`src/design/mfb_ram.sv`:
```
// Generic simple dual-port RAM with registered read data.
module mfb_ram #(
  parameter int WIDTH = 16,
  parameter int DEPTH = 64
) (
  input  logic                     clk_i,
  input  logic                     we_i,
  input  logic [$clog2(DEPTH)-1:0] waddr_i,
  input  logic [WIDTH-1:0]         wdata_i,
  input  logic                     re_i,
  input  logic [$clog2(DEPTH)-1:0] raddr_i,
  output logic [WIDTH-1:0]         rdata_o
);

  logic [WIDTH-1:0] mem [DEPTH];
  logic [WIDTH-1:0] rdata_q;

  // Write port and registered read port; read data holds when idle
  always_ff @(posedge clk_i) begin
    if (we_i) begin
      mem[waddr_i] <= wdata_i;
    end
    if (re_i) begin
      rdata_q <= mem[raddr_i];
    end
  end

  assign rdata_o = rdata_q;

endmodule

```
`config.mk`:
```
export PLATFORM = sky130hd
export DESIGN_NAME = mfb_ram
export DESIGN_NICKNAME = d
export VERILOG_FILES = /design/src/design/mfb_ram.sv
export SDC_FILE = /design/constraint.sdc
export NUM_CORES = 1
export LEC_CHECK = 0
export BUFFER_PORTS_ARGS = -buffer_cell sky130_fd_sc_hd__buf_2
export CAP_MARGIN = 20
export CORE_ASPECT_RATIO = 1.25
export CORE_MARGIN = 1
export CORE_UTILIZATION = 25
export DETAILED_ROUTE_END_ITERATION = 7
export GPL_TIMING_DRIVEN = 0
export HOLD_SLACK_MARGIN = 0.02
export PLACE_DENSITY = 0.43
export SLEW_MARGIN = 40
export SYNTH_ARGS = -nofsm -noshare
export SYNTH_HDL_FRONTEND = slang
export SYNTH_SLANG_ARGS = --single-unit
```
`constraint.sdc`:
```
create_clock -name clk_i -period 4.81 [get_ports clk_i]
set_input_delay 0.962 -clock clk_i [delete_from_list [all_inputs] [get_ports clk_i]]
set_output_delay 0.962 -clock clk_i [all_outputs]
set_load 0.05 [all_outputs]
```
==> metrics.md <==
| Metric | Value |
|---|---|
| Outcome | complete, no violations |
| Postcts setup bufs | 0 |
| Register area share after synthesis | 0.7768 |
| Share of cells above drive strength 1 | 0.3107 |
| GRT Util Overall | 0.1446 |
| Count of cell types in the netlist | 42 |
| Post-placement cell area | 44720 um2 |
| Setup TNS Final | 0 ps |
| Number of port buffers | 39 |
| Post-route DRC violation count | 0 |
| Worst path bufs/invs | 3 |
| Post-synth ARST share | 0 |
| DIE WIDTH | 360.7 um |
| Arr. time, crit path | 4010 ps |
| Max Cap Violations | 0 |
| PnR worst setup slack | 1205 ps |
| Core Rows | 164 |
| Initial Util | 0.2518 |
| Post-Layout Cell Count | 4197 |
| CP Capture Type | flip-flop |
| Final setup skew | 31.96 ps |
| Avg Cell Area, Syn | 21.98 um2 |
| Finished Cell Area | 48030 um2 |
| Fin nets | 2074 |
| Nature of the critical path startpoint | input port |
| Area of the multi-input gates | 8760 um2 |
| Number of synthesized flops with an enable pin | 1040 |
| FMAX | 0.2774 GHz |
| Area Overhead vs Synth | 19.48% |
| Final core occ | 0.3009 |
| Dpl ws | 410.2 ps |
| Final Hold Fails | 0 |
| Hold Path Class | in -> reg |
| Routed WL per cell | 28.10 um |
| First-pass GRT wire length | 163500 um |
| Placed cell count | 4012 |
| Cell Chain, Critical Path | buf_2 > buf_4 > buf_2 > mux4_2 > mux2i_1 > a22oi_1 > a31oi_1 > a311oi_1 |
| FILL cells | 15380 |
| CTS tree | done |
| Hold Slack | 657.8 ps |
| Cell count after synthesis | 1829 |
| Clk_lat worst skew | 700 ps |
| Vias | 19370 |
| Minimum clock period | 3605 ps |
| Worst slew pin tran | 912.2 ps |
| Worst EP required | 5210 ps |
| Register area | 31230 um2 |
| Grt total ovfl | 0 |
| Yosys reg bits | 1040 |
| PwrDens | 397.9 nW/um2 |
| I/O pin total | 47 |
| Final period util | 0.7494 |
| Post-CTS Resized | 0 |
| Synth Net Count | 1860 |
| Max clock buf depth | 3 |
| CP max stage cell | a31oi_1 |
| Number of global-route vias before repair | 20300 |
| Antenna-violating nets left | 0 |
| Total power | 19.12 mW |
| Synthesized cell area | 40200 um2 |
| Worst-path clk slew | 60 ps |
| TritonRoute pass-1 iters | 8 |
| Lkg Pwr | 14.74 nW |
| Largest net degree at the start of global routing | 65 |
| Gpl congestion | 0.8054 |
| Antenna violations before repair | 5 |
| Die extent in y | 450.3 um |
| Die area | 162400 um2 |
| Crit path max fanout | 10 |
| RSZ-0062 raised after global routing | no |
| Post-synth top flop | edfxtp_1 |
| Synth Warn # | 0 |
| CTS Sinks | 1040 |
| Total wire length | 117900 um |
| Most frequent CP cell | buf_2 |
| Final Max Tran Viols | 0 |
| DRT iter0 DRCs | 1582 |
| Slew margin rel. | 0.3919 |
| Final setup fails | 0 |
| DP Wirelength | 80310 um |
| Crit Path Class | in -> reg |
| Drt via density | 4.616 |
| Core area | 159600 um2 |
| TritonCTS Buffers | 101 |
| Post-CTS Hold Buffers | 0 |
| Delay-heaviest family, CP | buffers and inverters |
| H-tree lvl count | 3 |
| Root Driver | clkbuf_16 |
| Slowest stage delay, CP | 620 ps |
| Peak VDD IR | 244.5 uV |
-- cell families after synthesis --
group | synth area share
flops | 0.7768
mux | 0.1546
simple gates | 0.02636
compound gates | 0.02400
buf+inv | 0.01824
-- layer usage --
metal / vias to the layer above / routed length [um] / track usage
li1: 8129 / - / -
met1: 10510 / 47140 / 0.1763
met2: 573 / 61170 / 0.2551
met3: 156 / 5595 / 0.02462
met4: 2 / 4011 / 0.05293
met5: - / 9 / 0
-- report_power, final --
group          leakage [nW]  internal, mW  switching [mW]
combinational          3.79         0.373           0.781
sequential             9.37          10.0          0.0159
clock                  1.58          4.49            3.40
-- flip-flops by register name (all words and copies together), names as in the netlist --
register	cells
rdata_o	16
mem	1024
-- Yosys cell counts, drive strengths merged, types with 12 or more instances --
master / instances / area (um2)
clkbuf: 27 / 107.6
a21oi: 17 / 85.08
mux2: 27 / 304.0
mux2i: 85 / 850.8
nand3: 24 / 120.1
a221oi: 16 / 140.1
buf: 77 / 625.6
nand4: 12 / 75.07
mux4: 224 / 5060
edfxtp: 1040 / 31230
nand2: 60 / 232.7
a22oi: 39 / 292.8
nor2: 74 / 282.8
nor2b: 30 / 187.7
-- path summary, 6_finish.rpt --
path                                       startpoint                     to  slack, ps  depth (start not counted)
worst max-delay path                       raddr_i[2]  rdata_o[11]$_DFFE_PP_       1210                          8
worst min-delay path                       wdata_i[2]   mem[30][2]$_DFFE_PP_        660                          1
worst max register to register  mem[22][11]$_DFFE_PP_  rdata_o[11]$_DFFE_PP_       2050                          5
worst min register to register  mem[37][14]$_DFFE_PP_  rdata_o[14]$_DFFE_PP_       1090                          4
-- placed cells by master, fill, tap and decap left out, types with 34 or more instances in the layout --
cell,count
a22oi_1,39
buf_2,67
buf_8,34
clkbuf_1,38
clkbuf_16,103
edfxtp_1,1040
mux2i_1,85
mux4_2,220
nand2_1,56
nor2_4,62
-- layout make-up --
type,instances,share of cell area
antenna,1,0.00005210
buffer,104,0.01534
multi-input combinational,685,0.1824
sequential,1040,0.6502
clock buffer,120,0.05499
tap,2075,0.05405
clock inverter,61,0.01250
timing repair buffer,111,0.03055
-- worst register-to-register path: stages, from the launching register on --
cell and delay (ps):
edfxtp_1 370, mux4_2 480, mux2i_1 610, a22oi_1 190
a31oi_1 620, a311oi_1 200
Power figures use the tool's default switching activity.
