===== config.mk =====
export PLATFORM = sky130hd
export DESIGN_NAME = mfb_sig
export DESIGN_NICKNAME = d
export VERILOG_FILES = /design/src/design/mfb_pkg.sv /design/src/design/mfb_sig.sv
export SDC_FILE = /design/constraint.sdc
export NUM_CORES = 1
export LEC_CHECK = 0
export ABC_AREA = 1
export BUFFER_PORTS_ARGS = -buffer_cell sky130_fd_sc_hd__buf_4
export CAP_MARGIN = 20
export CORE_AREA = 4 4 74 76
export CTS_CLUSTER_DIAMETER = 40
export DETAILED_ROUTE_END_ITERATION = 8
export DIE_AREA = 0 0 78 80
export GPL_ROUTABILITY_DRIVEN = 1
export PLACE_DENSITY = 0.81
export SYNTH_ARGS = -nofsm -noshare
export SYNTH_HDL_FRONTEND = slang
export SYNTH_SLANG_ARGS = --single-unit

===== constraint.sdc =====
create_clock -name clk_i -period 2.95 [get_ports clk_i]
set_input_delay 0.1475 -clock clk_i [delete_from_list [all_inputs] [get_ports clk_i]]
set_output_delay 0.1475 -clock clk_i [all_outputs]
set_load 0.05 [all_outputs]

===== src/design/mfb_pkg.sv =====
// Shared types, codes, widths and the sigmoid table function of the MLP unit.
package mfb_pkg;

  // Operand and product widths of the shared multiplier
  localparam int A_W    = 34;
  localparam int B_W    = 18;
  localparam int PROD_W = A_W + B_W;

  // Configuration register indexes
  localparam int CFG_IDX_W = 3;
  localparam logic [CFG_IDX_W-1:0] CFG_NUM_LAYERS = 3'd0;
  localparam logic [CFG_IDX_W-1:0] CFG_SIZE0      = 3'd1;
  localparam logic [CFG_IDX_W-1:0] CFG_SIZE1      = 3'd2;
  localparam logic [CFG_IDX_W-1:0] CFG_SIZE2      = 3'd3;
  localparam logic [CFG_IDX_W-1:0] CFG_SIZE3      = 3'd4;
  localparam logic [CFG_IDX_W-1:0] CFG_LEARN_RATE = 3'd5;

  localparam logic [63:0] EXP_M1_Q32 = 64'd1580030169;

  typedef enum logic [2:0] {
    OP_WR_W   = 3'd0,
    OP_WR_IN  = 3'd1,
    OP_WR_ERR = 3'd2,
    OP_FWD    = 3'd3,
    OP_BP     = 3'd4,
    OP_RD_W   = 3'd5
  } op_e;

  typedef enum logic [1:0] {
    KIND_FWD = 2'd0,
    KIND_RDW = 2'd1,
    KIND_BP  = 2'd2
  } kind_e;

  typedef enum logic [1:0] {
    ACC_HOLD,
    ACC_SET,
    ACC_ADD,
    ACC_SETW
  } acc_op_e;

  typedef enum logic [1:0] {
    RND_F,
    RND_2F,
    RND_UPD
  } rnd_e;

  typedef struct packed {
    logic    mul;
    acc_op_e acc_op;
    rnd_e    rnd;
  } alu_cmd_t;

  typedef enum logic [4:0] {
    ST_IDLE,
    ST_RW_OUT,
    ST_F_RD,
    ST_F_MUL,
    ST_F_ACC,
    ST_F_SIG,
    ST_F_WR,
    ST_FO_RD,
    ST_FO_OUT,
    ST_B_RD,
    ST_B_M1,
    ST_B_M2,
    ST_B_ACC,
    ST_B_WR,
    ST_H_RD,
    ST_H_MUL,
    ST_H_ACC,
    ST_H_S,
    ST_H_M1,
    ST_H_M2,
    ST_H_ACC2,
    ST_H_WR,
    ST_U_RD0,
    ST_U_D,
    ST_U_DL,
    ST_U_RD,
    ST_U_MUL,
    ST_U_ACC,
    ST_U_WR,
    ST_B_OUT
  } state_e;

  // Long division by shift and subtract, for table construction only
  function automatic logic [63:0] udiv(input logic [63:0] n, input logic [63:0] d);
    logic [63:0] q;
    logic [63:0] r;
    q = '0;
    r = '0;
    for (int b = 63; b >= 0; b--) begin
      r = {r[62:0], n[b]};
      if (r >= d) begin
        r    = r - d;
        q[b] = 1'b1;
      end
    end
    return q;
  endfunction

  // Sigmoid at the midpoint of bin i, Q32 series for exp
  function automatic logic [15:0] sig_entry(input int i, input int frac, input int depth);
    longint      num;
    longint      sum;
    logic [63:0] mag;
    logic [63:0] a;
    logic [63:0] e;
    logic [63:0] den;
    logic [63:0] s;
    logic [63:0] f;
    logic [63:0] term;
    int          n;
    num = (longint'(2 * i + 1) - longint'(depth)) * 64'sd65536;
    mag = (num < 0) ? 64'(-num) : 64'(num);
    a   = udiv(mag << (32 - frac), 64'(2 * depth));
    e   = '0;
    if (a < (64'd32 << 32)) begin
      f    = {32'd0, a[31:0]};
      term = 64'd1 << 32;
      sum  = 64'sd1 <<< 32;
      n    = int'(a[63:32]);
      for (int k = 1; k <= 16; k++) begin
        term = udiv((term * f) >> 32, 64'(k));
        if ((k & 1) == 1) sum = sum - longint'(term);
        else sum = sum + longint'(term);
      end
      e = 64'(sum);
      for (int k = 0; k < n; k++) begin
        e = (e * EXP_M1_Q32) >> 32;
      end
    end
    den = (64'd1 << 32) + e;
    if (num >= 0) s = udiv((64'd1 << (frac + 32)) + (den >> 1), den);
    else s = udiv((64'd1 << frac) * e + (den >> 1), den);
    return (s > 64'd32767) ? 16'd32767 : s[15:0];
  endfunction

endpackage


===== src/design/mfb_sig.sv =====
// Sigmoid lookup table with registered output.
module mfb_sig #(
  parameter int FRAC_BITS = 12,
  parameter int DEPTH     = 256
) (
  input  logic               clk_i,
  input  logic signed [15:0] x_i,
  output logic [15:0]        y_o
);

  localparam int IW = $clog2(DEPTH);
  localparam int PW = 16 + IW;

  logic [15:0]   tab [DEPTH];
  logic [15:0]   u;
  logic [PW-1:0] scaled;
  logic [IW-1:0] idx;
  logic [15:0]   y_q;

  // Build the table at elaboration
  for (genvar g = 0; g < DEPTH; g++) begin : g_tab
    localparam logic [15:0] V = mfb_pkg::sig_entry(g, FRAC_BITS, DEPTH);
    assign tab[g] = V;
  end

  // Map the signed input onto a bin
  assign u      = {~x_i[15], x_i[14:0]};
  assign scaled = PW'(u) * PW'(DEPTH);
  assign idx    = scaled[PW-1:16];

  always_ff @(posedge clk_i) begin
    y_q <= tab[idx];
  end

  assign y_o = y_q;

endmodule


==> results.json <==
{
  "hold_path_class": "in2reg",
  "synth_largest_area_cell": "nand2_1",
  "synth_top_family_by_area": "simple AND/OR/NAND/NOR gates",
  "yosys.area_share.simple_pct": 52.95,
  "postRouteAntennaNets": 0,
  "row_count": 25,
  "vias": 4016,
  "ys_async_sr_fraction_pct": 0,
  "wl_per_cell_um": 19.33,
  "ys_ff_latch": 12,
  "drtPass1Iterations": 6,
  "ir_drop_v": 0.0002011,
  "mappedNetlistArea_mm2": 0.002710,
  "io_pins": 33,
  "nets": 587,
  "dp_hpwl_um": 8720,
  "drt-initial-drc-count": 960,
  "grt_pass1_wl_um": 18840,
  "end_kind": "register",
  "p_leak_nw": 1.606,
  "place_congestion": 1.123,
  "p_total_mw": 0.9309,
  "netlist_instances": 550,
  "largest_register_ffs": 12,
  "die_w_um": 78,
  "io_buffers": 20,
  "routed_wl_um": 11990,
  "rsz0062_at_grt": "no",
  "status": "finished, final reports clean",
  "setup_viol": 0,
  "start_util_pct": 57.38,
  "fp.coreArea_mm2": 0.004723,
  "antenna_cells": 0,
  "crit_required_ns": 3.08,
  "drive_above_1_share_pct": 7.414,
  "overflow": 0,
  "yosysMostFrequentCell": "nand2_1",
  "fmax_mhz": 480.5,
  "syn_area_per_cell_um2": 4.927,
  "crit_fanout": 11,
  "yosysUniqueCellTypes": 26,
  "clockBufferDepth": 2,
  "fin_crit_sh_pct": 70.55,
  "grt_max_degree": 40,
  "htree_levels": 1,
  "dieArea_mm2": 0.006240,
  "worst_ep_arrival_time_ns": 2.21,
  "cts_hold_buffers": 0,
  "whs_ns": 0.2303,
  "powerDensity_mw_per_mm2": 320.3,
  "path_class": "in2reg",
  "synth_ff_type": "dfxtp_1",
  "synth_warnings": 0,
  "cts_root_buf": "clkbuf_8",
  "synthMuxAreaShare_pct": 0,
  "synthAdderAreaFrac_pct": 7.387,
  "track_usage_pct": 38.75,
  "area_growth_pct": 7.248,
  "tritoncts": "built",
  "path_clk_slew_ns": 0.05,
  "fin_crit_ns": 2.081,
  "cts_num_sinks": 12,
  "drv_cap": 0,
  "yosys.area.top_type_share_pct": 30.19,
  "ys_top_cells_by_count": "nand2_1, nand3_1, nor2_1",
  "fin_tns_setup_ns": 0,
  "synth.top_cells.by_area": "nand2_1, nand3_1, dfxtp_1, ha_1, nor2_1",
  "grt_pass1_vias": 3456,
  "dp_cells": 616,
  "drcViolationCount": 0,
  "synth_compound_area_share_pct": 18.10,
  "via_per_inst": 6.477,
  "stdcell_count": 620,
  "worstMarginPinSlew_ns": 0.7169,
  "cts_resized": 0,
  "die_h_um": 80,
  "drv_slew": 0,
  "antenna_found_initial": 0,
  "startpoint_type": "input port",
  "finalHoldViolCount": 0,
  "seq_area_frac_synth_pct": 8.864,
  "relSlewSlack_pct": 52.14,
  "cts_buffers": 3,
  "synth-xor-area-share_pct": 0,
  "synth_edf_count": 0,
  "postCtsSetupBuffers": 0
}
==> worst max-delay path, cell delays in order <==
cell and delay [ns]:
buf_4 0.17, inv_1 0.32, ha_1 0.45, inv_1 0.14
nand2_1 0.26, nand3_1 0.11, nand3_1 0.11, nand2_1 0.05
inv_1 0.09, nand2_1 0.12, nand2_1 0.08, nand2_1 0.05
nand2_1 0.05, nand2_1 0.05
==> per-layer routing <==
layer	share of wire, %	track usage (%)	wire (um)
met4	7.7	20.98	924
met1	35	51.34	4211
met2	40	58.22	4759
met3	17	8.239	2091
met5	0	0	0
==> layout make-up <==
cell class                      count  area, um^2
Multi-Input combinational cell    461        2141
Fill cell                         511        1817
Sequential cell                    12       240.2
Timing Repair Buffer               27       202.7
Inverter                           49       183.9
Tap cell                           67       83.83
Clock buffer                        4       55.05
==> cells in the final DEF (no fill, tap or decap) <==
cell type	n
o22ai_1	5
o21bai_1	1
o2111ai_1	1
inv_1	44
or2_2	2
dfxtp_1	12
nor2_1	53
o21ai_0	31
nand3_1	63
nand2_2	1
nor2_2	2
a31oi_1	4
ha_1	16
nand4_1	7
a21oi_1	31
clkbuf_8	4
buf_4	27
nor3b_1	1
o21ai_1	8
nand2_1	218
conb_1	4
nor3_1	4
inv_2	5
o211ai_1	9
==> worst paths after layout <==
check,startpoint,endpoint,slack [ns],cells past startpoint
min,x_i[15],y_o[9],0.23,2
max,x_i[8],y_o[2],0.87,14
==> stage by stage <==
step | setup slack [ns] | area (um^2) | utilization, %
2_1_floorplan | 1.413 | 2721 | -
3_5_place_dp | 0.7124 | 2851 | 60.37
3_3_place_gp | 0.7113 | 2851 | 60.37
5_1_grt | 0.7050 | 2907 | 61.54
4_1_cts | 0.9592 | 2907 | 61.54
6_report | 0.8688 | 2907 | 61.54
==> cells by family after synthesis <==
kind of cell             after synthesis
adder cells (fa/ha/maj)               16
other                                  1
AND/OR/NAND/NOR                      351
buffers and inverters                 80
flip-flops                            12
AO/OA/AOI/OAI                         90
==> power breakdown <==
| part | internal (mW) | switching [mW] | total, mW |
|---|---|---|---|
| combinational | 0.150 | 0.416 | 0.566 |
| clock | 0.118 | 0.0599 | 0.178 |
| sequential | 0.182 | 0.00506 | 0.187 |
| total | 0.450 | 0.481 | 0.931 |
(Power assumes the default switching activity.)
